### src/rtl/grs_pkg.sv
// Shared types and constants for the gray region statistics block.
`timescale 1ns / 1ps
`default_nettype none
package grs_pkg;

    localparam int LABEL_W = 10;
    localparam int GRAY_W  = 8;
    localparam int COORD_W = 10;
    localparam int CNT_W   = 21;
    localparam int GSUM_W  = 28;
    localparam int GSQ_W   = 36;
    localparam int CSUM_W  = 30;
    localparam int CSQ_W   = 40;

    localparam int MEANG_W = 16;
    localparam int STDG_W  = 15;
    localparam int MEANC_W = 14;
    localparam int STDC_W  = 13;

    localparam int MEAN_MAX_GRAY  = 65280;
    localparam int STD_MAX_GRAY   = 32640;
    localparam int MEAN_MAX_COORD = 16368;
    localparam int STD_MAX_COORD  = 8184;

    localparam logic CMD_ACCUM = 1'b0;
    localparam logic CMD_READ  = 1'b1;

    // One classified item as it travels from the front to the store
    typedef struct packed {
        logic                   is_read;
        logic                   oor;
        logic [LABEL_W-1:0]     label;
        logic [GRAY_W-1:0]      gray;
        logic [2*GRAY_W-1:0]    gray_sq;
        logic [COORD_W-1:0]     row;
        logic [2*COORD_W-1:0]   row_sq;
        logic [COORD_W-1:0]     col;
        logic [2*COORD_W-1:0]   col_sq;
    } t_op;

    // One segment's accumulators
    typedef struct packed {
        logic [GSUM_W-1:0] gray_sum;
        logic [GSQ_W-1:0]  gray_sq_sum;
        logic [CSUM_W-1:0] row_sum;
        logic [CSUM_W-1:0] col_sum;
        logic [CSQ_W-1:0]  row_sq_sum;
        logic [CSQ_W-1:0]  col_sq_sum;
        logic [CNT_W-1:0]  count;
    } t_entry;

    // Read-out job handed to the moments unit
    typedef struct packed {
        logic               oor;
        logic [LABEL_W-1:0] label;
        t_entry             ent;
    } t_job;

endpackage
`default_nettype wire

### src/rtl/grs_queue.sv
// Short queue of classified items between the front and the store.
`timescale 1ns / 1ps
`default_nettype none
module grs_queue (
    input  wire logic          i_clk,
    input  wire logic          i_rst_n,
    input  wire logic          i_push,
    input  grs_pkg::t_op       i_op,
    output logic               o_full,
    output logic               o_valid,
    input  wire logic          i_pop,
    output grs_pkg::t_op       o_op
);

    localparam int QD = 4;
    localparam int QW = $clog2(QD);

    grs_pkg::t_op   r_q [QD];
    logic [QW-1:0]  r_wr;
    logic [QW-1:0]  r_rd;
    logic [QW:0]    r_cnt;

    assign o_full  = (r_cnt == (QW+1)'(QD));
    assign o_valid = (r_cnt != '0);
    assign o_op    = r_q[r_rd];

    // Advance pointers and occupancy
    always_ff @(posedge i_clk) begin
        if (!i_rst_n) begin
            r_wr  <= '0;
            r_rd  <= '0;
            r_cnt <= '0;
        end else begin
            if (i_push) r_wr <= r_wr + 1'b1;
            if (i_pop)  r_rd <= r_rd + 1'b1;
            if (i_push && !i_pop)      r_cnt <= r_cnt + 1'b1;
            else if (!i_push && i_pop) r_cnt <= r_cnt - 1'b1;
        end
    end

    // Hold item payloads
    always_ff @(posedge i_clk) begin
        if (i_push) r_q[r_wr] <= i_op;
    end

endmodule
`default_nettype wire

### config.mk
export PLATFORM = sky130hd
export DESIGN_NAME = grs_queue
export DESIGN_NICKNAME = d
export VERILOG_FILES = /design/src/rtl/grs_pkg.sv /design/src/rtl/grs_queue.sv
export SDC_FILE = /design/constraint.sdc
export NUM_CORES = 1
export LEC_CHECK = 0
export ABC_AREA = 1
export BUFFER_PORTS_ARGS = -buffer_cell sky130_fd_sc_hd__buf_2
export CAP_MARGIN = 15
export CORE_MARGIN = 1
export CORE_UTILIZATION = 60
export DETAILED_ROUTE_END_ITERATION = 16
export PLACE_DENSITY = 0.83
export SLEW_MARGIN = 10
export SYNTH_ARGS = -nofsm -noshare
export SYNTH_HDL_FRONTEND = slang
export SYNTH_SLANG_ARGS = --single-unit
### constraint.sdc
create_clock -name i_clk -period 5.5 [get_ports i_clk]
set_clock_uncertainty 0.15 [all_clocks]
set_input_delay 1.65 -clock i_clk [delete_from_list [all_inputs] [get_ports i_clk]]
set_output_delay 1.65 -clock i_clk [all_outputs]
set_load 0.02 [all_outputs]
# Word-level counts from Yosys, hierarchy flattened
# Memory sizes are Yosys's and may differ from the RTL's. A register that Yosys moved wholly into a read port is not among the register bits.
# Index checks and enable logic that the tools add are counted.
[word_totals] mem_bits_ro=0 register_bits=7 out_inout_bits=98 wordCells=21 ramBits=384 n_memories=1 in_bits=100 latchBits=0
[memory_table] memory="r_q" words=4 word_bits=96 rd=1 rd_ports_with_merged_regs=1 write_ports=1 line_no="grs_queue.sv:18" source="grs_pkg::t_op r_q [QD];"
[classes] reduce_logical=6 shifts=0 bitwise_logic=0 div_mod_pow=0 order_cmp=0 n_addsub=4 n_mul=0 eq_ne=1 muxes=6
[ops] operator="2-to-1 mux 3 bit" n=2
[ops] operator="adder 2 x 1 -> 2 bit, second input constant" n=2
[ops] operator="2-to-1 mux 2 bit" n=2
[ops] operator="adder 3 x 1 -> 3 bit, second input constant" n=1
[ops] operator="== test 3 bit, second input constant" n=1
[ops] operator="nonzero test 3 bit" n=1
[ops] operator="subtractor 3 x 1 -> 3 bit, second input constant" n=1
[ops] operator="logical AND 1 bit" n=2
[ops] operator="logical NOT 1 bit" n=2
[ops] operator="2-to-1 mux 1 bit" n=2
[ops] operator="nonzero test 2 bit" n=1

# Longest topological paths before layout
[logic_depth] ltp_word=4 depth_mapped=10 ltp_nobuf=10

# Worst setup path before layout
# OpenSTA, ideal clock, no wires.
[synth_timing] path_type="input-to-reg" startpoint="input port i_push" endpoint="memory r_q[0][0] in the netlist's numbering, enable pin" t_arrival_ns=3.539 required_time_ns=4.900 path_buffers=0 cell_stages=2 setup_time_ns=0.450 setup_slack_ns=1.362 cell_sequence="nand2_1 > inv_1"
[synth_via] elab_chain_cells=2
[synth_rtl] element="start: declaration" line_no="grs_queue.sv:7" source="input wire logic i_push,"
[synth_rtl] element="2-to-1 mux 1 bit" line_no="grs_queue.sv:43" source="if (i_push) r_q[r_wr] <= i_op;"
[synth_rtl] element="2-to-1 mux 1 bit (implied by the code)" line_no="grs_queue.sv:43"
[synth_rtl] element="end: declaration" line_no="grs_queue.sv:18"
# Every way passes these cells.

==> run metrics <==
Pint 5105 µW; syn_nets 1,093; RD Place Congestion around 0.72; Peak VDD IR 0.0004907 V; io pins 198; Pre-antenna DRT Iters 5; Layout fillers 1,508; initial drt markers 819; area delta synth->final 15.76%; antenna-violating nets left 0; hold_sp r_rd[1]; placed cell area 15,820 µm²; proportion of layout cells with a drive suffix above 1 0.2198; Post-Syn Area 14,720 µm²; FF-to-FF Start r_wr[0]; fmax 0.2318 GHz; clock transition at the registers of the reported paths 0.06 ns; Die X 158.6 µm; final worst-path cycle share 0.7844; worst-path fanout max 41; Mapped Cells 987; Comb pwr share 0.099; first-pass GRT wire length ~44 mm; gr ovfl total 0; DR DRC count 0; clk_lat worst skew 0.51 ns; largest net degree at the start of global routing slightly below 200; Worst-Margin Slew a little over 0.9 ns; critical path class reg2out; final setup fails 0; mean post-synth cell area between 10 and 15 µm²; final instance area 17,040 µm²; Initial Utilization 0.6198; DR vias/cell 5.856; count of cell types in the netlist 21; setup TNS 0 ns; clock sinks 393; Fin. Hold Viols 0; port bufs between 150 and 200; Overall Global Routing Usage 0.2358; Leak Pwr 0.005967 µW; Clock Tree Root clkbuf_16; CTS resizes 0; Routed WL 29.75 mm; Post-CTS Setup Bufs 0; sequential area share after synthesis 0.7955; vias in the first global route 8,840; worst setup margin about 1.2 ns; DIE HEIGHT between 150 and 200 µm; worst min path class reg2reg; Clk pwr share 0.379; Bufs on Longest Clock Path 3; WP data required 3.70 ns; Seq pwr share 0.522; Pwr Density 388.9 nW/µm²; Power Total 6627 µW; detailed placement HPWL roughly 16 mm; core area 23,750 µm²; top cells by area, synth edfxtp_1 78%, nor2_1 5.0%, o22ai_1 4.1%; Routed WL per cell 19.53 µm; initial antenna violation count 4; Yosys top cell area share 0.7833; number of synthesized register bits 393; endpoint class of the critical path primary output; Max-cap violations 0; Yosys warnings 0; layout net count ~1.3k; Synth area leader edfxtp_1; Vias 8,918; dpl ws 1.791 ns; Tmin final about 4.3 ns; startpoint types register; hold_buf cts 0; die area 25,170 µm²; fin. max-slew vios 0; Rel. slew slack 0.3937; status finished clean; Net Sw Power 1522 µW; CTS tree built; hold slack 0.2946 ns; cell row count 56; CTS H-tree lvls 2; critical path arrival between 2 and 3 ns; Sw Ratio 0.2297; unrepaired setup endpoints after global routing false; CTS buffer count 39
worst paths after layout:
path	end	slack [ns]	depth (start not counted)
max	o_op[94]	1.19	4
min	register	0.29	1
max reg2reg	r_q[3][66]	3.32	4
min reg2reg	register	0.29	1
stage by stage:
stage	cells	utilization
2_1_floorplan	987	-
5_1_grt	1520	0.7171
3_5_place_dp	1453	0.6662
3_3_place_gp	1453	0.6662
4_1_cts	1520	0.7171
6_report	1523	0.7174
sequential cells by signal (all words and copies together), names as in the netlist, named ones only:
signal  flops
r_cnt       3
r_q       384
r_rd        2
r_wr        2
synth_stat cells:
library cell  count
edfxtp_1        384
nor2_1          198
o21ai_0         107
o22ai_1          96
o21ai_1          91
buf_6            22
inv_1            15
clkbuf_1         14
buf_2            11
nand2_1          10
buf_4             9
dfxtp_1           9
clkbuf_2          6
ha_1              5
a21oi_1           4
fa_1              1
inv_2             1
inv_4             1
nand3_1           1
nand4_1           1
nor3_1            1
cell usage in the layout (no fill, tap or decap), drive strengths merged:
cell	netlist	final
edfxtp	384	384
buf	42	209
nor2	198	198
o21ai	198	198
o22ai	96	96
clkbuf	20	48
inv	17	17
clkinv	0	16
nand2	10	10
dfxtp	9	9
ha	5	5
a21oi	4	4
diode	0	3
bufinv	0	3
nor3	1	1
nand3	1	1
nand4	1	1
fa	1	1
power groups by stage:
| stage | Clock [µW] | Combinational (µW) | Sequential (µW) |
|---|---|---|---|
| 2_1_floorplan | 0 | 425 | 3520 |
| 3_3_place_gp | 0 | 638 | 3520 |
| 3_5_place_dp | 0 | 654 | 3520 |
| 4_1_cts | 2550 | 659 | 3460 |
| 5_1_grt | 2650 | 718 | 3470 |
| 6_report | 2510 | 657 | 3460 |
layer usage:
metal	up-vias	share of wire	wire [µm]	track usage
met5	-	0.00044	13	0
met4	2	0.022	653	0.1007
met3	68	0.093	2752	0.07349
met2	365	0.48	14370	0.3797
met1	4370	0.40	11960	0.2973
li1	4113	-	-	-
cell families (layout without fill, tap and decap cells):
family	count (synthesis)	in the layout	synth area share
DFF	393	393	0.7955
AOI/OAI and AO/OA	298	298	0.1095
other	0	3	0
and+or+nand+nor	211	211	0.05414
adders and majority gates	6	6	0.005609
buffers and inverters	79	293	0.03527
final cells by class:
class                   instances  area [µm²]  share of cell area
flip-flops and latches        393       11720              0.6875
multi-input cells             515        2491              0.1462
repair buffers                209        1139             0.06681
clock buffers                  48        1052             0.06175
well taps                     319       399.1             0.02342
clock inverters                19       157.7            0.009251
inverters                      17       78.83            0.004626
diodes                          3       7.507           0.0004405
critical path, stage by stage (launching register included):
cell	delay, ns
dfxtp_2	0.86
buf_4	0.44
o21ai_0	0.20
o22ai_1	0.27
buf_2	0.21
Power figures use the tool's default switching activity.
