===== src/rtl/grs_pkg.sv =====
// Shared types and constants for the gray region statistics block.
`timescale 1ns / 1ps
`default_nettype none
package grs_pkg;

    localparam int LABEL_W = 10;
    localparam int GRAY_W  = 8;
    localparam int COORD_W = 10;
    localparam int CNT_W   = 21;
    localparam int GSUM_W  = 28;
    localparam int GSQ_W   = 36;
    localparam int CSUM_W  = 30;
    localparam int CSQ_W   = 40;

    localparam int MEANG_W = 16;
    localparam int STDG_W  = 15;
    localparam int MEANC_W = 14;
    localparam int STDC_W  = 13;

    localparam int MEAN_MAX_GRAY  = 65280;
    localparam int STD_MAX_GRAY   = 32640;
    localparam int MEAN_MAX_COORD = 16368;
    localparam int STD_MAX_COORD  = 8184;

    localparam logic CMD_ACCUM = 1'b0;
    localparam logic CMD_READ  = 1'b1;

    // One classified item as it travels from the front to the store
    typedef struct packed {
        logic                   is_read;
        logic                   oor;
        logic [LABEL_W-1:0]     label;
        logic [GRAY_W-1:0]      gray;
        logic [2*GRAY_W-1:0]    gray_sq;
        logic [COORD_W-1:0]     row;
        logic [2*COORD_W-1:0]   row_sq;
        logic [COORD_W-1:0]     col;
        logic [2*COORD_W-1:0]   col_sq;
    } t_op;

    // One segment's accumulators
    typedef struct packed {
        logic [GSUM_W-1:0] gray_sum;
        logic [GSQ_W-1:0]  gray_sq_sum;
        logic [CSUM_W-1:0] row_sum;
        logic [CSUM_W-1:0] col_sum;
        logic [CSQ_W-1:0]  row_sq_sum;
        logic [CSQ_W-1:0]  col_sq_sum;
        logic [CNT_W-1:0]  count;
    } t_entry;

    // Read-out job handed to the moments unit
    typedef struct packed {
        logic               oor;
        logic [LABEL_W-1:0] label;
        t_entry             ent;
    } t_job;

endpackage
`default_nettype wire


===== src/rtl/grs_front.sv =====
// Input front: accepts items, classifies them and squares the pixel values.
`timescale 1ns / 1ps
`default_nettype none
module grs_front #(
    parameter int MAX_SEGMENTS = 1024,
    parameter int MAX_DIM      = 1024
) (
    input  wire logic                         i_valid,
    output logic                              o_ready,
    input  wire logic                         i_cmd,
    input  wire logic [grs_pkg::LABEL_W-1:0]  i_segment_label,
    input  wire logic [grs_pkg::GRAY_W-1:0]   i_gray_level,
    input  wire logic [grs_pkg::COORD_W-1:0]  i_pixel_row,
    input  wire logic [grs_pkg::COORD_W-1:0]  i_pixel_col,
    input  wire logic                         i_q_full,
    input  wire logic                         i_clr_done,
    output logic                              o_push,
    output grs_pkg::t_op                      o_op
);

    logic                          oor;
    logic [grs_pkg::COORD_W-1:0]   row_s;
    logic [grs_pkg::COORD_W-1:0]   col_s;

    // Flag labels beyond the store and clamp coordinates
    assign oor   = 32'(i_segment_label) >= 32'(MAX_SEGMENTS);
    assign row_s = (32'(i_pixel_row) >= 32'(MAX_DIM)) ?
                   grs_pkg::COORD_W'(MAX_DIM - 1) : i_pixel_row;
    assign col_s = (32'(i_pixel_col) >= 32'(MAX_DIM)) ?
                   grs_pkg::COORD_W'(MAX_DIM - 1) : i_pixel_col;

    assign o_ready = !i_q_full && i_clr_done;

    // Drop accumulates for labels outside the store
    assign o_push = i_valid && o_ready && !(i_cmd == grs_pkg::CMD_ACCUM && oor);

    always_comb begin
        o_op.is_read = (i_cmd == grs_pkg::CMD_READ);
        o_op.oor     = oor;
        o_op.label   = i_segment_label;
        o_op.gray    = i_gray_level;
        o_op.gray_sq = i_gray_level * i_gray_level;
        o_op.row     = row_s;
        o_op.row_sq  = row_s * row_s;
        o_op.col     = col_s;
        o_op.col_sq  = col_s * col_s;
    end

endmodule
`default_nettype wire


===== config.mk =====
export PLATFORM = sky130hd
export DESIGN_NAME = grs_front
export DESIGN_NICKNAME = d
export VERILOG_FILES = /design/src/rtl/grs_pkg.sv /design/src/rtl/grs_front.sv
export SDC_FILE = /design/constraint.sdc
export NUM_CORES = 1
export LEC_CHECK = 0
export CAP_MARGIN = 10
export CORE_UTILIZATION = 70
export DETAILED_ROUTE_END_ITERATION = 16
export DONT_BUFFER_PORTS = 1
export PLACE_DENSITY_LB_ADDON = 0.15
export SYNTH_ARGS = -nofsm -noshare
export SYNTH_HDL_FRONTEND = slang
export SYNTH_SLANG_ARGS = --single-unit

===== constraint.sdc =====
create_clock -name vclk -period 16.9
set_clock_uncertainty 0.2 [all_clocks]
set_input_delay 1.69 -clock vclk [all_inputs]
set_output_delay 1.69 -clock vclk [all_outputs]
set_load 0.02 [all_outputs]

# After elaboration in Yosys (flattened, before gate mapping)
# Cells that the tools add are included.
# totals
regBits,0
inputBits,42
mem_bits_ro,0
wordCells,6
memories,0
latchBits,0
ram_bits,0
out_inout_bits,98
# classes
n_reduce_logical,3
bitwise,0
shifts,0
muxes,0
multipliers,3
div_mod_pow,0
eq_ne,0
order_cmp,0
add_sub_neg,0
# ops
cell,n
$mul 10x10->20,2
$mul 8x8->16,1
$logic_and 1x1->1,2
$logic_not 1->1,1

# Longest topological paths before layout
# Gate-level depths: netlist of run 1.
# logic_depth
ltp_word,3
ltp_mapped,20
mapped_depth_nobuf,19

# Worst setup path after synthesis of run 1
# Ideal clock, no wire load.
# synth_path
path_type,input to output
start,input port i_pixel_col[7] in the netlist's numbering
end,output port o_op[18] in the netlist's numbering
required_time_ns,15.010
t_arrival_ns,6.299
path_buffers,1
slack_ns,8.711
stages,15
cell_sequence,clkbuf_1 nand2_1 inv_1 fa_1 fa_1 fa_1 fa_1 inv_1 fa_1 inv_1 ha_1 or2_2 o211ai_1 a21oi_1 o311ai_0
# synth_rtl
element,line_no,rtl
"start, declared",grs_front.sv:14,"input wire logic [grs_pkg::COORD_W-1:0] i_pixel_col,"
"end, declared",grs_front.sv:18,output grs_pkg::t_op o_op

==> metrics.txt, run 1 <==
final setup TNS 0 ps; number of setup violations in the final report 0; Hold Crit Start i_segment_label[2]; number of filler instances in the final layout 866; Final min period 8270 ps; Area contributors post-synth fa_1 (32%), ha_1 (21%), inv_1 (8.6%); post-synth top area cell fa_1; buffers inserted by post-CTS timing repair 0; hold buffer count at cts 0; layout cell share with drive strength beyond 1 1.23%; Placed Instance Area 7160 um^2; kind of critical path input port to primary output; post-synthesis adder-cell area fraction a little over half; XOR/XNOR Fraction of Synth Area under 10%; DR pass1 iterations 6; synthesized-area fraction occupied by ao, oa, aoi and oai cells 9.07%; leading cell types in the layout, fill and taps excluded inv_1 (169), ha_1 (125), fa_1 (119), and2_1 (72), nand2_1 (68); post-route standard cell area excluding fillers 7160 um^2; Layout area overhead -3.30%; crit path DAT 6380 ps; number of global-route vias before repair ~5.6k; IO Pins 140; total count of hold-check failures in the final report 0; GRT overflow 0; GRT Util Overall 25.9%; pin count of the biggest net entering global routing 17; synth unique cells 48; cell depth of the worst hold path 0; count of maximum capacitance violations 0; power per cell area 154 nW/um^2; IO Port Bufs 0; number of DRC violations after detailed routing 0; hold crit path type input port to primary output; chip width 105 um; initial antenna violation count 0; combinational family with the most area after synthesis adder cells; total number of yosys warnings 0; worst slack at placement roughly 8600 ps; Vias per Instance about 5.7; synthesized-area fraction occupied by and/or/nand/nor cells 16.5%; Resized Gates After CTS 0; remaining antenna violation count 0; HPWL after detailed placement roughly 12 mm; multiplexer share of the synthesized area 0.743%; Initial Utilization 72.0%; sequential cell count of the final layout 0; endpoint with the worst hold slack o_op[86]; maximum fanout along the worst path 11; relative slew slack 25.4%; smallest setup slack after layout 8630 ps; sequential share of the synthesized area 0%; VDD IR max 0.000195 V; number of cells in the finished layout apart from fillers about 950; maximum achievable frequency 121 MHz; global placement routability congestion 0.866; iteration-0 DRC count of the detailed router 325; result of the run completed; Worst setup EP type primary output; wire length after detailed routing 13.4 mm; Cell Area, Synth 7400 um^2; slew at the pin closest to its max-slew limit 1110 ps; period utilisation layout 48.9%; Yosys top cell area share 32.2%; Static Leak around 4 nW; required time at the worst-slack endpoint 15010 ps; wire per inst between 10 and 15 um; number of placed instances, taps included around 950; number of max-slew violations in the final report 0; kind of start point of the critical path input port; final-stage net count 1101; mean instance size in the synthesized netlist 8.44 um^2; routed vias 5392; die outline area 11000 um^2; vertical die dimension 105 um; leading cell type in the layout, fill and taps excluded inv_1; Mapped Cells 877; storage element area 0 um^2; wire length of the first global-routing pass 23.9 mm; Antenna Cells 0; RSZ-0062 raised after global routing false; floorplan core area 10300 um^2; # rows 37; Overall Power 1.10 mW; layout clock buffer count 0
-- Yosys cell counts, drive strengths merged, types with 2 or more instances --
cell / instances
inv: 169
ha: 125
fa: 119
and2: 72
nand2: 68
buf: 47
nor2: 39
a21oi: 33
xnor2: 33
clkbuf: 20
xor2: 18
o21ai: 17
o21a: 12
a21o: 11
nor2b: 11
and3: 9
nand2b: 9
nor3: 9
a31oi: 5
o21bai: 5
mux2: 4
nand4: 4
o211ai: 4
nand3: 3
nor4: 3
or2: 3
a211oi: 2
and4b: 2
o2111ai: 2
o211a: 2
o41ai: 2
-- cell families after synthesis --
kind of cell / after synthesis
other cells: 1
compound gates: 102
buf+inv: 236
mux: 5
fa+ha+maj: 244
simple gates: 238
xor+xnor: 51
-- worst max path at each step --
stage / from / to / slack, ps / depth (start not counted)
CTS: i_pixel_col[5] / o_op[18] / 8630 / 14
global placement: i_pixel_col[5] / o_op[18] / 8710 / 14
detailed placement: i_pixel_col[5] / o_op[18] / 8650 / 14
global route: i_pixel_col[5] / o_op[18] / 8350 / 14
finish: i_pixel_col[6] / o_op[18] / 8630 / 14
floorplan: i_pixel_col[7] / o_op[18] / 8710 / 15
-- critical path: stages --
cell and delay [ps]:
nand2_1 100, inv_1 70, fa_1 560, fa_1 450, fa_1 500, fa_1 500, inv_1 60, fa_1 480
inv_1 40, ha_1 220, or2_2 330, o211ai_1 250, a21oi_1 160, o311ai_0 970
-- cell type report --
type,count,area (um^2),area share [%]
Multi-Input combinational cell,644,6360,88.8
Tap cell,136,170,2.38
Inverter,169,634,8.86
-- report_power, final --
group          leakage, nW  internal (mW)  switching, mW  total [mW]
combinational         4.02          0.384          0.716        1.10
sequential               0              0              0           0
clock                    0              0              0           0
-- layer usage --
metal	vias up	wire length, um	GRT usage (%)
li1	2585	-	-
met1	2664	5570	32.5
met2	123	7040	48.8
met3	20	594	2.25
met4	0	216	4.23
met5	-	0	0
-- stage by stage --
stage / util (%) / hold slack [ps]
after floorplan: - / 3260
after global placement: 69.7 / 3180
after detailed placement: 69.7 / 3180
after CTS: 69.7 / 3180
after global routing: 69.7 / 3180
final: 69.7 / 3180
Note: power is estimated with default switching activity, not from simulation.
==> inputs of run 2 (changes only) <==
--- a/config.mk
+++ b/config.mk
@@ -6,7 +6,7 @@
 export NUM_CORES = 1
 export LEC_CHECK = 0
 export CAP_MARGIN = 10
-export CORE_UTILIZATION = 70
+export CORE_UTILIZATION = 69
 export DETAILED_ROUTE_END_ITERATION = 16
 export DONT_BUFFER_PORTS = 1
 export PLACE_DENSITY_LB_ADDON = 0.15
==> constraint.sdc (replaced) <==
create_clock -name vclk -period 7.74
set_clock_uncertainty 0.2 [all_clocks]
set_input_delay 0.774 -clock vclk [all_inputs]
set_output_delay 0.774 -clock vclk [all_outputs]
set_load 0.02 [all_outputs]
==> run 2 against run 1 <==
  * Cell count grew 0.11%
  * Combinational power grew 120%
  * Final area rose by 0.10%
  * Count of clock-buffer cells in the layout unchanged
==> metrics.txt, run 2 (synthesized netlist as in run 1, its figures left out) <==
result of the run completed; hold crit path type input port to primary output; end of the critical path o_op[48]; CP dominant cell by count fa_1; count of maximum capacitance violations 0; storage element area 0 um^2; crit path DAT approximately 5400 ps; die outline area ~11000 um^2; cell-by-cell listing of the critical path and2_1, fa_1, fa_1, inv_1, fa_1, fa_1, inv_1, fa_1, ha_1, nand2_1, nor2_1, and2_1, and3_1, a21oi_1, nand2_1, a311oi_1; final setup TNS 0 ps; HPWL after detailed placement approximately 12 mm; wire length of the first global-routing pass 23.8 mm; maximum achievable frequency 156 MHz; Layout area overhead -3.19%; initial antenna violation count 0; floorplan core area 10400 um^2; layout cell share with drive strength beyond 1 roughly 1.4%; Final min period 6420 ps; Levels on crit path 16; relative slew slack 38.1%; number of setup violations in the final report 0; iteration-0 DRC count of the detailed router 301; Worst Hold Margin about 1300 ps; IO Pins 140; number of global-route vias before repair 5526; global placement routability congestion 0.903; number of placed instances, taps included 950; pin count of the biggest net entering global routing 17; slew at the pin closest to its max-slew limit 922 ps; number of max-slew violations in the final report 0; # rows 37; IO Port Bufs 0; DR pass1 iterations 4; CP top delay family adder cells; hold buffer count at cts 0; leading cell type in the layout, fill and taps excluded inv_1; Static Leak 4.03 nW; layout clock buffer count 0; routed vias 5375; Vias per Instance 5.66; leading cell types in the layout, fill and taps excluded inv_1 (169), ha_1 (125), fa_1 (119), and2_1 (72), nand2_1 (68); buffers inserted by post-CTS timing repair 0; number of filler instances in the final layout 865; wire length after detailed routing 13.6 mm; crit-path max cell delay 790 ps; GRT overflow 0; required time at the worst-slack endpoint 6770 ps; Resized Gates After CTS 0; number of cells in the finished layout apart from fillers 950; wire per inst 14.3 um; maximum fanout along the worst path 13; RSZ-0062 raised after global routing false; final-stage net count 1102; number of DRC violations after detailed routing 0; crit path max-delay cell type a311oi_1; Antenna Cells 0; kind of start point of the critical path input port; kind of critical path input port to primary output; VDD IR max around 0.00037 V; worst slack at placement 1330 ps; Worst setup EP type primary output; Initial Utilization a little under three quarters; remaining antenna violation count 0; area of combinational cells with multiple inputs roughly 6400 um^2; GRT Util Overall 25.6%; chip width 106 um; total count of hold-check failures in the final report 0; vertical die dimension 106 um; crit path from i_pixel_row[7]; Bufs and invs on worst path 2; power per cell area 336 nW/um^2; smallest setup slack after layout approximately 1300 ps; sequential cell count of the final layout 0; period utilisation layout 82.9%
==> run 2: cell type report <==
cell class	instances	share of cell area, %
Inverter	169	8.85
Timing Repair Buffer	1	0.105
Multi-Input combinational cell	644	88.7
Tap cell	136	2.37
==> run 2: through the flow <==
stage | power, mW | area (um^2) | util (%)
global route | 2.69 | 7170 | 69.1
CTS | 2.42 | 7170 | 69.1
detailed placement | 2.40 | 7170 | 69.1
finish | 2.41 | 7170 | 69.1
floorplan | 2.07 | 7420 | -
global placement | 2.35 | 7170 | 69.1
==> run 2: how the worst min path moves through the flow <==
stage | from | endpoint | slack [ps] | depth (start not counted)
finish | i_segment_label[9] | o_op[93] | 1350 | 0
floorplan | i_pixel_row[0] | o_op[32] | 1430 | 1
global route | i_cmd | o_op[95] | 1350 | 0
CTS | i_segment_label[2] | o_op[86] | 1350 | 0
detailed placement | i_segment_label[2] | o_op[86] | 1350 | 0
global placement | i_segment_label[2] | o_op[86] | 1350 | 0
==> run 2: power breakdown <==
part / internal (mW) / switching (mW) / leakage, nW
clock: 0 / 0 / 0
sequential: 0 / 0 / 0
combinational: 0.841 / 1.57 / 4.03
==> run 2: per-layer routing <==
metal  global-route usage, %  vias to the layer above  share of wire (%)
li1                        -                     2595                  -
met1                    33.8                     2620                 42
met2                    46.8                      138                 51
met3                    1.55                       22                5.0
met4                    4.37                        0                1.6
met5                       0                        -                  0
==> inputs of run 3 (changes only) <==
--- a/config.mk
+++ b/config.mk
@@ -5,6 +5,7 @@
 export SDC_FILE = /design/constraint.sdc
 export NUM_CORES = 1
 export LEC_CHECK = 0
+export ABC_AREA = 1
 export CAP_MARGIN = 10
 export CORE_UTILIZATION = 69
 export DETAILED_ROUTE_END_ITERATION = 16
==> constraint.sdc (replaced) <==
create_clock -name vclk -period 6.4
set_clock_uncertainty 0.2 [all_clocks]
set_input_delay 0.64 -clock vclk [all_inputs]
set_output_delay 0.64 -clock vclk [all_outputs]
set_load 0.02 [all_outputs]
==> run 3 against run 2 <==
  * Global-route usage fell by 0.27 points
  * Via count rose by 9.3%
  * Critical path depth rose by 1
  * Combinational power rose by 26%
  * Flip-flop and latch count did not move
  * Non-clock buffer count fell by 1
  * Final area rose by 4.6%
  * Setup slack got worse by 560 ps
  * Sequential share of layout area did not move
  * Worst hold slack got worse by 270 ps
  * Critical path type unchanged
  * Critical endpoint is now o_op[18]
  * Largest cell class unchanged
  * Highest routed layer unchanged
==> metrics.txt, run 3 <==
Worst setup EP type primary output; layout cell share with drive strength beyond 1 2.66%; smallest setup slack after layout 758 ps; Static Leak 4.86 nW; mean instance size in the synthesized netlist between 7 and 8 um^2; period utilisation layout 88.2%; sequential cell count of the final layout 0; storage element area 0 um^2; total number of yosys warnings 0; total count of hold-check failures in the final report 0; IO Port Bufs 0; required time at the worst-slack endpoint 5560 ps; leading cell types in the layout, fill and taps excluded inv_1 (259), nand2_1 (222), ha_1 (125), fa_1 (119), nor2_1 (51); kind of critical path input port to primary output; routed vias 5876; endpoint with the worst hold slack o_op[21]; sequential share of the synthesized area 0%; HPWL after detailed placement about 13 mm; layout clock buffer count 0; post-synth top area cell fa_1; IO Pins 140; number of global-route vias before repair 5761; final setup TNS 0 ps; wire per inst 12.5 um; Commonest cells post-synth inv_1 (259), nand2_1 (222), ha_1 (125), fa_1 (119), nor2_1 (51); count of maximum capacitance violations 0; RSZ-0062 raised after global routing false; Mapped Cells 1049; hold buffer count at cts 0; number of setup violations in the final report 0; Initial Utilization between 70% and 80%; Final min period 5640 ps; die outline area between 10000 and 15000 um^2; global placement routability congestion 0.841; result of the run completed; Yosys top cell area share between 30% and 40%; floorplan core area between 10000 and 15000 um^2; initial antenna violation count 0; power per cell area 405 nW/um^2; Layout area overhead -3.68%; vertical die dimension 108 um; number of DRC violations after detailed routing 0; pin count of the biggest net entering global routing 16; worst slack at placement 738 ps; cell depth of the worst hold path 0; chip width approximately 110 um; Cell Area, Synth 7780 um^2; remaining antenna violation count 0; GRT overflow 0; synth unique cells 37; maximum achievable frequency around 180 MHz; number of max-slew violations in the final report 0; kind of start point of the critical path input port; leading cell type in the layout, fill and taps excluded inv_1; maximum fanout along the worst path 11; hold crit path type input port to primary output; crit path DAT roughly 4800 ps; Resized Gates After CTS 0; final-stage net count 1266; slew at the pin closest to its max-slew limit around 650 ps; DR pass1 iterations 5; Vias per Instance 5.26; Area contributors post-synth fa_1 (31%), ha_1 (20%), inv_1 (12%); wire length after detailed routing 14.0 mm; GRT Util Overall approximately a quarter; wire length of the first global-routing pass between 20 and 25 mm; Overall Power 3.04 mW; relative slew slack between 50% and 60%; buffers inserted by post-CTS timing repair 0; number of cells in the finished layout apart from fillers 1118; VDD IR max between 0.0006 and 0.0007 V; iteration-0 DRC count of the detailed router 205; # rows 38; most numerous cell in the Yosys netlist inv_1; Antenna Cells 0; Hold Crit Start i_pixel_col[1]; Layout Utilization approximately two thirds; number of placed instances, taps included between 1k and 1.5k
==> run 3: cell types whose count changed after synthesis, sizes merged, moves of 13 or more <==
cell | previous run | this run
a21oi | 33 | 47
nor2 | 39 | 52
xor2 | 18 | 36
inv | 169 | 262
xnor2 | 33 | 18
nand2 | 68 | 229
nand3 | 3 | 25
and2 | 72 | 0
==> run 3: layer usage <==
metal	share of wire, %	vias to the layer above	GRT usage [%]
met2	52	113	48.8
met4	1.4	0	4.31
met3	4.0	16	1.87
met1	42	2795	30.9
met5	0	-	0
li1	-	2952	-
==> run 3: cell type report <==
type               instances  area (um^2)
multi-input cells        716         6340
fillers                  957         3440
inverters                262          986
well taps                140          175
==> run 3: critical path, cell delays in order <==
cell and delay (ps):
nand2_1 90, inv_1 70, fa_1 560, fa_1 450, fa_1 500, fa_1 490, inv_1 50, fa_1 470
inv_1 40, ha_1 330, nand2_1 90, inv_1 90, nand3_1 70, o21ai_1 280, nand3_1 110, nand3_1 100
xor2_1 380
==> run 3: worst max-delay path by stage <==
stage / cells after the start / startpoint / end
6_report: 17 / i_pixel_col[6] / o_op[18]
2_1_floorplan: 18 / i_pixel_col[7] / o_op[18]
3_3_place_gp: 17 / i_pixel_col[6] / o_op[18]
4_1_cts: 17 / i_pixel_col[6] / o_op[18]
3_5_place_dp: 17 / i_pixel_col[6] / o_op[18]
5_1_grt: 17 / i_pixel_col[6] / o_op[18]
==> run 3: report_power, final <==
part	internal (mW)	total [mW]	switching, mW
registers	0	0	0
clock network	0	0	0
logic	0.955	3.04	2.08
==> run 3: kinds of logic (layout without fill, tap and decap cells) <==
| family | after synthesis | after routing | share of synthesized area [%] |
|---|---|---|---|
| AO/OA/AOI/OAI | 88 | 88 | 6.59 |
| AND/OR/NAND/NOR | 326 | 326 | 17.8 |
| buffers and inverters | 336 | 262 | 18.7 |
| XOR/XNOR | 54 | 54 | 6.17 |
| other | 1 | 4 | 0.0482 |
| adder cells (fa/ha/maj) | 244 | 244 | 50.7 |
==> run 3: stage by stage <==
step | hold slack (ps) | area (um^2)
2_1_floorplan | 1160 | 7800
3_3_place_gp | 1080 | 7500
3_5_place_dp | 1080 | 7500
4_1_cts | 1080 | 7500
5_1_grt | 1080 | 7500
6_report | 1080 | 7500
