**src/rtl/grs_pkg.sv**
```systemverilog
// Shared types and constants for the gray region statistics block.
`timescale 1ns / 1ps
`default_nettype none
package grs_pkg;

    localparam int LABEL_W = 10;
    localparam int GRAY_W  = 8;
    localparam int COORD_W = 10;
    localparam int CNT_W   = 21;
    localparam int GSUM_W  = 28;
    localparam int GSQ_W   = 36;
    localparam int CSUM_W  = 30;
    localparam int CSQ_W   = 40;

    localparam int MEANG_W = 16;
    localparam int STDG_W  = 15;
    localparam int MEANC_W = 14;
    localparam int STDC_W  = 13;

    localparam int MEAN_MAX_GRAY  = 65280;
    localparam int STD_MAX_GRAY   = 32640;
    localparam int MEAN_MAX_COORD = 16368;
    localparam int STD_MAX_COORD  = 8184;

    localparam logic CMD_ACCUM = 1'b0;
    localparam logic CMD_READ  = 1'b1;

    // One classified item as it travels from the front to the store
    typedef struct packed {
        logic                   is_read;
        logic                   oor;
        logic [LABEL_W-1:0]     label;
        logic [GRAY_W-1:0]      gray;
        logic [2*GRAY_W-1:0]    gray_sq;
        logic [COORD_W-1:0]     row;
        logic [2*COORD_W-1:0]   row_sq;
        logic [COORD_W-1:0]     col;
        logic [2*COORD_W-1:0]   col_sq;
    } t_op;

    // One segment's accumulators
    typedef struct packed {
        logic [GSUM_W-1:0] gray_sum;
        logic [GSQ_W-1:0]  gray_sq_sum;
        logic [CSUM_W-1:0] row_sum;
        logic [CSUM_W-1:0] col_sum;
        logic [CSQ_W-1:0]  row_sq_sum;
        logic [CSQ_W-1:0]  col_sq_sum;
        logic [CNT_W-1:0]  count;
    } t_entry;

    // Read-out job handed to the moments unit
    typedef struct packed {
        logic               oor;
        logic [LABEL_W-1:0] label;
        t_entry             ent;
    } t_job;

endpackage
`default_nettype wire

```
**src/rtl/grs_moments.sv**
```systemverilog
// Read-out unit: means and standard deviations with a shared multiplier,
// divider and square root.
`timescale 1ns / 1ps
`default_nettype none
module grs_moments (
    input  wire logic                          i_clk,
    input  wire logic                          i_rst_n,
    input  wire logic                          i_start,
    input  grs_pkg::t_job                      i_job,
    output logic                               o_busy,
    output logic                               o_valid,
    input  wire logic                          i_ready,
    output logic [grs_pkg::LABEL_W-1:0]        o_segment_index,
    output logic [grs_pkg::MEANG_W-1:0]        o_mean_gray,
    output logic [grs_pkg::STDG_W-1:0]         o_std_gray,
    output logic [grs_pkg::MEANC_W-1:0]        o_centroid_row,
    output logic [grs_pkg::MEANC_W-1:0]        o_centroid_col,
    output logic [grs_pkg::STDC_W-1:0]         o_std_row,
    output logic [grs_pkg::STDC_W-1:0]         o_std_col,
    output logic [grs_pkg::CNT_W-1:0]          o_pixel_count
);

    localparam int NUM_W = 77;
    localparam int DEN_W = 42;
    localparam int DIV_N = NUM_W;
    localparam int SQ_W  = 48;
    localparam int SQ_N  = SQ_W / 2;
    localparam int RT_W  = SQ_W / 2;
    localparam int SR_W  = RT_W + 2;

    localparam logic [1:0] MOM_GRAY = 2'd0;
    localparam logic [1:0] MOM_ROW  = 2'd1;
    localparam logic [1:0] MOM_COL  = 2'd2;

    typedef enum logic [6:0] {
        ST_IDLE = 7'b0000001,
        ST_MUL  = 7'b0000010,
        ST_DIFF = 7'b0000100,
        ST_DIVM = 7'b0001000,
        ST_DIVV = 7'b0010000,
        ST_SQRT = 7'b0100000,
        ST_OUT  = 7'b1000000
    } t_state;

    t_state                       r_state;
    logic [1:0]                   r_k;
    logic [1:0]                   r_step;
    logic [6:0]                   r_dcnt;
    logic [4:0]                   r_scnt;
    logic                         r_ovalid;

    grs_pkg::t_job                r_job;
    logic [grs_pkg::CNT_W-1:0]    r_n;
    logic [59:0]                  r_prod;
    logic [60:0]                  r_a;
    logic [59:0]                  r_b;
    logic [60:0]                  r_d;
    logic [DEN_W-1:0]             r_n2;
    logic [NUM_W-1:0]             r_dnum;
    logic [DEN_W-1:0]             r_dden;
    logic [DEN_W-1:0]             r_drem;
    logic [NUM_W-1:0]             r_dq;
    logic [SQ_W-1:0]              r_sx;
    logic [SR_W-1:0]              r_srem;
    logic [RT_W-1:0]              r_sroot;

    logic [grs_pkg::MEANG_W-1:0]  r_mean_g;
    logic [grs_pkg::STDG_W-1:0]   r_std_g;
    logic [grs_pkg::MEANC_W-1:0]  r_mean_r;
    logic [grs_pkg::MEANC_W-1:0]  r_mean_c;
    logic [grs_pkg::STDC_W-1:0]   r_std_r;
    logic [grs_pkg::STDC_W-1:0]   r_std_c;

    logic [grs_pkg::LABEL_W-1:0]  r_o_idx;
    logic [grs_pkg::MEANG_W-1:0]  r_o_mean_g;
    logic [grs_pkg::STDG_W-1:0]   r_o_std_g;
    logic [grs_pkg::MEANC_W-1:0]  r_o_mean_r;
    logic [grs_pkg::MEANC_W-1:0]  r_o_mean_c;
    logic [grs_pkg::STDC_W-1:0]   r_o_std_r;
    logic [grs_pkg::STDC_W-1:0]   r_o_std_c;
    logic [grs_pkg::CNT_W-1:0]    r_o_cnt;

    logic [29:0]                  s1;
    logic [39:0]                  s2;
    logic                         is_gray;
    logic [29:0]                  mul_a;
    logic [29:0]                  mul_b;
    logic [59:0]                  prod;
    logic [DEN_W:0]               rem_sh;
    logic [DEN_W:0]               rem_sub;
    logic                         dge;
    logic [DEN_W-1:0]             n_drem;
    logic [NUM_W-1:0]             n_dq;
    logic [SR_W+1:0]              srem_sh;
    logic [SR_W+1:0]              trial;
    logic [SR_W+1:0]              sdiff;
    logic                         sge;
    logic [SR_W-1:0]              n_srem;
    logic [RT_W-1:0]              n_sroot;
    logic [SQ_W-1:0]              vclamp;
    logic [NUM_W-1:0]             mean_num;
    logic [NUM_W-1:0]             var_num;
    logic                         out_free;

    // Select the sums of the moment in progress
    always_comb begin
        case (r_k)
            MOM_GRAY: begin
                s1 = 30'(r_job.ent.gray_sum);
                s2 = 40'(r_job.ent.gray_sq_sum);
            end
            MOM_ROW: begin
                s1 = r_job.ent.row_sum;
                s2 = r_job.ent.row_sq_sum;
            end
            default: begin
                s1 = r_job.ent.col_sum;
                s2 = r_job.ent.col_sq_sum;
            end
        endcase
    end
    assign is_gray = (r_k == MOM_GRAY);

    // Shared multiplier: n*s2 in two halves, s1*s1, n*n
    always_comb begin
        case (r_step)
            2'd0: begin
                mul_a = 30'(r_n);
                mul_b = 30'(s2[19:0]);
            end
            2'd1: begin
                mul_a = 30'(r_n);
                mul_b = 30'(s2[39:20]);
            end
            2'd2: begin
                mul_a = s1;
                mul_b = s1;
            end
            default: begin
                mul_a = 30'(r_n);
                mul_b = 30'(r_n);
            end
        endcase
    end
    assign prod = mul_a * mul_b;

    // Restoring divider, one quotient bit a cycle
    assign rem_sh  = {r_drem, r_dnum[NUM_W-1]};
    assign rem_sub = rem_sh - {1'b0, r_dden};
    assign dge     = (rem_sh >= {1'b0, r_dden});
    assign n_drem  = dge ? rem_sub[DEN_W-1:0] : rem_sh[DEN_W-1:0];
    assign n_dq    = {r_dq[NUM_W-2:0], dge};

    // Digit-by-digit square root, one root bit a cycle
    assign srem_sh = {r_srem, r_sx[SQ_W-1:SQ_W-2]};
    assign trial   = {2'b00, r_sroot, 2'b01};
    assign sdiff   = srem_sh - trial;
    assign sge     = (srem_sh >= trial);
    assign n_srem  = sge ? sdiff[SR_W-1:0] : srem_sh[SR_W-1:0];
    assign n_sroot = {r_sroot[RT_W-2:0], sge};

    // Scaled numerators; a variance too large for the root saturates
    assign mean_num = is_gray ? (NUM_W'(s1) << 8) : (NUM_W'(s1) << 4);
    assign var_num  = is_gray ? (NUM_W'(r_d) << 16) : (NUM_W'(r_d) << 8);
    assign vclamp   = (n_dq[NUM_W-1:SQ_W] != '0) ? '1 : n_dq[SQ_W-1:0];

    assign out_free = !r_ovalid || i_ready;
    assign o_busy   = (r_state != ST_IDLE);

    // Sequence the three moments
    always_ff @(posedge i_clk) begin
        if (!i_rst_n) begin
            r_state  <= ST_IDLE;
            r_k      <= MOM_GRAY;
            r_step   <= '0;
            r_dcnt   <= '0;
            r_scnt   <= '0;
            r_ovalid <= 1'b0;
        end else begin
            if (r_ovalid && i_ready) r_ovalid <= 1'b0;
            case (r_state)
                ST_IDLE: begin
                    if (i_start) begin
                        r_k    <= MOM_GRAY;
                        r_step <= '0;
                        if (i_job.oor || i_job.ent.count == '0) r_state <= ST_OUT;
                        else r_state <= ST_MUL;
                    end
                end
                ST_MUL: begin
                    r_step <= r_step + 1'b1;
                    if (r_step == 2'd3) r_state <= ST_DIFF;
                end
                ST_DIFF: begin
                    r_dcnt  <= '0;
                    r_state <= ST_DIVM;
                end
                ST_DIVM: begin
                    r_dcnt <= r_dcnt + 1'b1;
                    if (r_dcnt == 7'(DIV_N - 1)) begin
                        r_dcnt  <= '0;
                        r_state <= ST_DIVV;
                    end
                end
                ST_DIVV: begin
                    r_dcnt <= r_dcnt + 1'b1;
                    if (r_dcnt == 7'(DIV_N - 1)) begin
                        r_scnt  <= '0;
                        r_state <= ST_SQRT;
                    end
                end
                ST_SQRT: begin
                    r_scnt <= r_scnt + 1'b1;
                    if (r_scnt == 5'(SQ_N - 1)) begin
                        r_step <= '0;
                        if (r_k == MOM_COL) begin
                            r_state <= ST_OUT;
                        end else begin
                            r_k     <= r_k + 1'b1;
                            r_state <= ST_MUL;
                        end
                    end
                end
                ST_OUT: begin
                    if (out_free) begin
                        r_ovalid <= 1'b1;
                        r_state  <= ST_IDLE;
                    end
                end
                default: r_state <= ST_IDLE;
            endcase
        end
    end

    // Datapath registers
    always_ff @(posedge i_clk) begin
        case (r_state)
            ST_IDLE: begin
                if (i_start) begin
                    r_job    <= i_job;
                    r_n      <= i_job.oor ? '0 : i_job.ent.count;
                    r_mean_g <= '0;
                    r_std_g  <= '0;
                    r_mean_r <= '0;
                    r_mean_c <= '0;
                    r_std_r  <= '0;
                    r_std_c  <= '0;
                end
            end
            ST_MUL: begin
                r_prod <= prod;
                case (r_step)
                    2'd1:    r_a <= 61'(r_prod[40:0]);
                    2'd2:    r_a <= r_a + {r_prod[40:0], 20'd0};
                    2'd3:    r_b <= r_prod;
                    default: r_a <= r_a;
                endcase
            end
            ST_DIFF: begin
                r_n2   <= r_prod[DEN_W-1:0];
                r_d    <= (r_a >= {1'b0, r_b}) ? (r_a - {1'b0, r_b}) : ({1'b0, r_b} - r_a);
                r_dnum <= mean_num;
                r_dden <= DEN_W'(r_n);
                r_drem <= '0;
                r_dq   <= '0;
            end
            ST_DIVM: begin
                r_dnum <= r_dnum << 1;
                r_drem <= n_drem;
                r_dq   <= n_dq;
                if (r_dcnt == 7'(DIV_N - 1)) begin
                    // Store the clamped mean, then load the variance division
                    case (r_k)
                        MOM_GRAY: r_mean_g <= (n_dq > NUM_W'(grs_pkg::MEAN_MAX_GRAY)) ?
                            grs_pkg::MEANG_W'(grs_pkg::MEAN_MAX_GRAY) :
                            n_dq[grs_pkg::MEANG_W-1:0];
                        MOM_ROW:  r_mean_r <= (n_dq > NUM_W'(grs_pkg::MEAN_MAX_COORD)) ?
                            grs_pkg::MEANC_W'(grs_pkg::MEAN_MAX_COORD) :
                            n_dq[grs_pkg::MEANC_W-1:0];
                        default:  r_mean_c <= (n_dq > NUM_W'(grs_pkg::MEAN_MAX_COORD)) ?
                            grs_pkg::MEANC_W'(grs_pkg::MEAN_MAX_COORD) :
                            n_dq[grs_pkg::MEANC_W-1:0];
                    endcase
                    r_dnum <= var_num;
                    r_dden <= r_n2;
                    r_drem <= '0;
                    r_dq   <= '0;
                end
            end
            ST_DIVV: begin
                r_dnum <= r_dnum << 1;
                r_drem <= n_drem;
                r_dq   <= n_dq;
                if (r_dcnt == 7'(DIV_N - 1)) begin
                    r_sx    <= vclamp;
                    r_srem  <= '0;
                    r_sroot <= '0;
                end
            end
            ST_SQRT: begin
                r_sx    <= r_sx << 2;
                r_srem  <= n_srem;
                r_sroot <= n_sroot;
                if (r_scnt == 5'(SQ_N - 1)) begin
                    // Store the clamped standard deviation
                    case (r_k)
                        MOM_GRAY: r_std_g <= (n_sroot > RT_W'(grs_pkg::STD_MAX_GRAY)) ?
                            grs_pkg::STDG_W'(grs_pkg::STD_MAX_GRAY) :
                            n_sroot[grs_pkg::STDG_W-1:0];
                        MOM_ROW:  r_std_r <= (n_sroot > RT_W'(grs_pkg::STD_MAX_COORD)) ?
                            grs_pkg::STDC_W'(grs_pkg::STD_MAX_COORD) :
                            n_sroot[grs_pkg::STDC_W-1:0];
                        default:  r_std_c <= (n_sroot > RT_W'(grs_pkg::STD_MAX_COORD)) ?
                            grs_pkg::STDC_W'(grs_pkg::STD_MAX_COORD) :
                            n_sroot[grs_pkg::STDC_W-1:0];
                    endcase
                end
            end
            ST_OUT: begin
                if (out_free) begin
                    r_o_idx    <= r_job.label;
                    r_o_mean_g <= r_mean_g;
                    r_o_std_g  <= r_std_g;
                    r_o_mean_r <= r_mean_r;
                    r_o_mean_c <= r_mean_c;
                    r_o_std_r  <= r_std_r;
                    r_o_std_c  <= r_std_c;
                    r_o_cnt    <= r_n;
                end
            end
            default: r_prod <= r_prod;
        endcase
    end

    assign o_valid         = r_ovalid;
    assign o_segment_index = r_o_idx;
    assign o_mean_gray     = r_o_mean_g;
    assign o_std_gray      = r_o_std_g;
    assign o_centroid_row  = r_o_mean_r;
    assign o_centroid_col  = r_o_mean_c;
    assign o_std_row       = r_o_std_r;
    assign o_std_col       = r_o_std_c;
    assign o_pixel_count   = r_o_cnt;

endmodule
`default_nettype wire

```
**config.mk**
```make
export PLATFORM = sky130hd
export DESIGN_NAME = grs_moments
export DESIGN_NICKNAME = d
export VERILOG_FILES = /design/src/rtl/grs_pkg.sv /design/src/rtl/grs_moments.sv
export SDC_FILE = /design/constraint.sdc
export NUM_CORES = 2
export LEC_CHECK = 0
export BUFFER_PORTS_ARGS = -buffer_cell sky130_fd_sc_hd__buf_2
export CAP_MARGIN = 5
export CORE_MARGIN = 1.5
export CORE_UTILIZATION = 30
export DETAILED_ROUTE_END_ITERATION = 12
export PLACE_DENSITY_LB_ADDON = 0.25
export SYNTH_ARGS = -nofsm -noshare
export SYNTH_HDL_FRONTEND = slang
export SYNTH_SLANG_ARGS = --single-unit
export TNS_END_PERCENT = 100
```
**constraint.sdc**
```tcl
create_clock -name i_clk -period 26 [get_ports i_clk]
set_input_delay 2.6 -clock i_clk [delete_from_list [all_inputs] [get_ports i_clk]]
set_output_delay 2.6 -clock i_clk [all_outputs]
set_load 0.01 [all_outputs]
```
* Word-level counts from Yosys, hierarchy flattened
Index checks and enable logic that the tools add are counted.
** Word-level totals
- Output and inout bits :: 118
- Bits of input ports :: 240
- Logic and storage cells :: 189
- Bits in registers :: 1079
** Operators by class
- Order comparisons :: 7
- Reduce and logical (&&, ||, !) cells :: 31
- Eq/ne operators :: 28
- Multipliers :: 1
- Mux-type cells :: 73
- $add $sub $neg :: 9
** Operator list (number)
- $pmux 77 s3 :: 1
- $pmux 76 s3 :: 1
- $mux 77 :: 2
- $mux 42 :: 3
- $pmux 42 s3 :: 1
- $pmux 61 s2 :: 1
- $mux 48 :: 2
- $pmux 48 s2 :: 1
- $pmux 30 s3 :: 1
- $mux 14 :: 6
- $pmux 42 s2 :: 1
- $pmux 40 s2 :: 1
- $mux 13 :: 6
- $gt 77x14->1 const B :: 1
- $gt 77x16->1 const B :: 1
- $mux 76 :: 1
- $mux 16 :: 4
- $mux 7 :: 9
- $add 61x61->61 :: 1
- $ge 61x60->1 :: 1
- $mux 61 :: 1
- $sub 60x61->61 :: 1
- $sub 61x60->61 :: 1
- $mul 30x30->60 :: 1
- 54 further kinds :: 100

* Depth between registers and ports, before layout
- Depth in word-level cells :: 6
- Depth in mapped cells :: 42
- Depth with buffers taken out :: 37

* Least setup slack after synthesis
OpenSTA, ideal clock, no wires.
- Kind :: input to register
- Start point :: input i_start
- End point :: register r_job[100] in the netlist's numbering, enable pin
- Library setup time :: 0.834 ns
- Required time :: 25.166 ns
- Path slack :: 12.881 ns
- Cell stages on the path :: 2
- Arrival time :: 12.285 ns
- Path buffers :: 0
- Cell sequence :: inv_1 nor2_1
** On the way
- Cells in the longest elaborated chain, start to end :: 1
** Ends and longest elaborated chain
- from (decl) :: RTL line grs_moments.sv:8 : input wire logic i_start,
- $reduce_and 2->1 (no source line)
- to (signal assigned) :: RTL line grs_moments.sv:240 : r_job <= i_job;
- to (decl) :: RTL line grs_moments.sv:52 : grs_pkg::t_job r_job;
No other way between the ends.
A chain may end at the register's enable or synchronous reset.

* Worst setup path in the final report
- Start point :: register r_k[1]
- End point :: register r_prod[54], data pin
** On the way
- Cells in the longest elaborated chain, start to end :: 4
- Elaborated cells between the ends (all ways) :: 7
- Those cells by class :: mul: 1; eq/ne: 1; mux: 4; reduce/logical: 1
** Ends and longest elaborated chain
- from (decl) :: RTL line grs_moments.sv:46 : logic [1:0] r_k;
- from (signal assigned) :: RTL line grs_moments.sv:219 : r_k <= r_k + 1'b1;
- $eq 2x1->1 / $logic_not 2->1 (equally long branches) :: RTL line grs_moments.sv:107 : case (r_k)
- $pmux 30 s2 / $pmux 40 s2 (equally long branches) :: RTL line grs_moments.sv:107
- $pmux 30 s3 / $mux 30 (equally long branches) :: RTL line grs_moments.sv:126 : case (r_step)
- $mul 30x30->60 (*) :: RTL line grs_moments.sv:145 : assign prod = mul_a * mul_b;
- via prod[54] :: RTL line grs_moments.sv:88 : logic [59:0] prod;
- to (signal assigned) :: RTL line grs_moments.sv:251 : r_prod <= prod;
- to (signal assigned) :: RTL line grs_moments.sv:331 : default: r_prod <= r_prod;
- to (decl) :: RTL line grs_moments.sv:54 : logic [59:0] r_prod;
Mark *: on every way through the listed nets, which the timed path passes. The rest lies on a longest branch.

==> flow_summary_export.csv <==
group,metric,value,unit
detailed_routing,routed_via_density,5.157,
setup_path,cp-end-kind,"flip-flop",
global_routing,grt_pass1_wl,433700,um
placement,portBuffers,357,
run_status,outcome,"completed",
synthesis,synthesis.area,0.08259,mm^2
global_routing,grt_max_degree,159,
global_routing,grt_pass1_vias,62570,
final_layout,regArea,0.03204,mm^2
setup_path,crit_path_max_incr_delay,0.82,ns
clock_network,cts_hold_buffers,0,
sta,hold_viol,0,
sta,maxSlewHeadroom,11.43,%
synthesis,ys_seq_area_share,38.80,%
die,start_util,30.18,%
detailed_routing,drc,0,
setup_path,path_depth,34,
synthesis,synthesis.nets,9478,
clock_network,path_clk_slew,0.07,ns
final_layout,fillers,27590,
sta,fmax,85.56,MHz
final_layout,multi_input_area,0.04512,mm^2
global_routing,grt_overflow,0,
clock_network,clkLatencyLatePin,0.79,ns
setup_path,worstPathArrival,12.28,ns
sta,worstMarginPinSlew,1.315,ns
setup_path,critPathSlowestCell,"o21ai_0",
placement,dp_hpwl,230400,um
clock_network,root_buffer,"clkbuf_16",
detailed_routing,wl_per_cell,25.06,um
sta,setup_viol,0,
sta,slew_violations,0,
min_path,hold_depth,0,
synthesis,ys.flop_type,"edfxtp_1",
setup_path,crit_buf_inv,9,
run,cap_violations,0,
detailed_routing,vias,61460,
synthesis,netlist_instances,7965,
detailed_routing,first_iter_violations,5681,
synthesis,synth_edf_count,1051,
setup_path,crit_top_cell,"fa_1",
min_path,hold_path.class,"reg -> reg",
clock_network,postCtsSetupRepairBufs,0,
clock_network,cts_tree,"done",
die,die_x,527.7,um
clock_network,htreeDepth,3,
synthesis,avgSynthCellArea,10.37,um^2
die,num_rows,192,
sta,fin_tns_setup,0,ns
final_layout,drive_gt1_share,9.764,%
clock_network,ctsLongestPathBuffers,3,
die,num_io_pins,358,
setup_path,critPathMaxFanout,60,
synthesis,yosys_warnings,0,
setup_path,crit_family,"adder cells",
detailed_routing,ant_nets,0,
setup_path,critPathRequiredTime,26.59,ns
synthesis,async_flop_share,0,%
sta,fin_skew,0.08560,ns
setup_path,ff2ff_path_depth,34,
setup_path,cp-start-kind,"flip-flop",
setup_path,critPathKind,"reg -> reg",
sta,fin_crit,11.69,ns
global_routing,track_usage,21.22,%
final_layout,fin_area,0.09260,mm^2
final_layout,area_growth,12.13,%
detailed_routing,drt-pass1-iter-count,6,
synthesis,ys_ff_latch,1075,
sta,rsz0062_at_grt,"false",
synthesis,synth.distinct_cells,98,
die,core_area,0.2736,mm^2
final_layout,fin_nets,9722,
detailed_routing,totalWireLength,298700,um
placement,place.gp.congestion,0.9986,
clock_network,cts_resized,0,
sta,fin_crit_sh,44.95,%
die,die_area,0.2784,mm^2
clock_network,numCtsBuffers,113,
die,die_h,527.7,um
clock_network,cts_sinks,1075,
global_routing,antenna_found_initial,46,
placement,placed_cell_area,0.08874,mm^2
==> area by class of cell <==
type / count / area share, %
Clock buffer: 125 / 3.125
Tap cell: 3589 / 4.849
Sequential cell: 1075 / 34.60
Clock inverter: 87 / 0.9877
Inverter: 1122 / 4.551
Multi-Input combinational cell: 5399 / 48.72
Antenna cell: 24 / 0.06485
Timing Repair Buffer: 498 / 3.099
==> sequential cells by signal, indices dropped and copies added (netlist names), 16 cells and up <==
name	cells
o_mean_gray	16
o_pixel_count	21
r_a	61
r_b	60
r_d	61
r_dden	42
r_dnum	73
r_dq	76
r_drem	42
r_job	214
r_mean_g	16
r_n	21
r_n2	42
r_prod	60
r_srem	26
r_sroot	24
r_sx	48
==> layer usage <==
layer	wire (um)	vias up	GRT usage, %
met3	23910	488	4.069
met1	124000	31170	27.84
li1	-	27250	-
met2	137600	2534	34.21
met4	13090	24	8.731
met5	144	-	0
==> cell families after synthesis <==
family | share of synthesized area [%]
simple gates | 12.55
buf+inv | 6.906
fa+ha+maj | 26.37
xor+xnor | 2.227
compound gates | 11.06
other cells | 0.004541
flops | 38.80
mux | 2.097
==> worst paths after layout <==
path | slack [ns] | endpoint | start
worst max register to register | 14.31 | r_prod[54] | r_k[1]
worst min-delay path | 0.41 | o_std_col[7] | r_std_c[7]
worst max-delay path | 14.31 | r_prod[54] | r_k[1]
worst min register to register | 0.41 | o_std_col[7] | r_std_c[7]
==> synthesized netlist by cell type, types with 67 or more instances <==
library cell     n  share of area, %
clkbuf_1       287               1.3
o21ai_0        256               1.6
nor2b_1        161               1.2
a21oi_1        474               2.9
nand2b_1        90              0.68
fa_1           779                19
ha_1           494               7.5
xnor2_1        129               1.4
xor2_1          81              0.86
nand3_1         69              0.42
edfxtp_1      1051                38
o21bai_1        67              0.61
nand4_1         73              0.55
a21o_1         179               1.6
nor2_1         872               4.0
a22oi_1         67              0.61
inv_1         1118               5.1
mux2i_1        128               1.6
nand2_1        784               3.6
==> worst register-to-register path, delay by kind of cell (launching register included) <==
kind                       cells  cell delay [ns]
AOI/OAI and AO/OA             10             3.20
adders and majority gates     10             5.00
buffers and inverters          9             1.45
DFF                            1             0.34
muxes                          1             0.68
and+or+nand+nor                4             0.83
==> through the flow <==
stage	cells	hold slack [ns]	setup slack, ns	utilization (%)
2_1_floorplan	7965	0.4003	12.88	-
3_3_place_gp	11680	0.4012	14.84	32.43
3_5_place_dp	11680	0.4045	14.66	32.43
4_1_cts	11900	0.3969	14.55	33.82
5_1_grt	11900	0.4080	13.96	33.83
6_report	11920	0.4054	14.31	33.84
==> layout by cell type, fill, tap and decap left out, types with 31 or more instances in the layout <==
cell type  synthesis  layout
mux2i_1          128     121
nor3_1            50      50
buf_2             43     357
nand2_1          784     781
nand4_1           73      73
a211oi_1          34      34
ha_1             494     490
and2_1            62      61
nand3_1           69      69
inv_1           1118    1117
o21ai_0          256     254
xnor2_1          129     129
clkbuf_16          0     114
a21oi_1          474     463
nand2b_1          90      89
mux2_2            40      40
nor2_1           872     863
nor4_1            33      31
fa_1             779     779
o21a_1            46      46
nor2b_1          161     160
xor2_1            81      81
edfxtp_1        1051    1051
buf_4             10     139
a31oi_1           39      39
and3_1            40      40
a22oi_1           67      67
a21o_1           179     179
o21bai_1          67      67
Power is left out: the tool's default activity adds up to more than one toggle a clock period on the data nets, which glitch-free logic cannot reach.
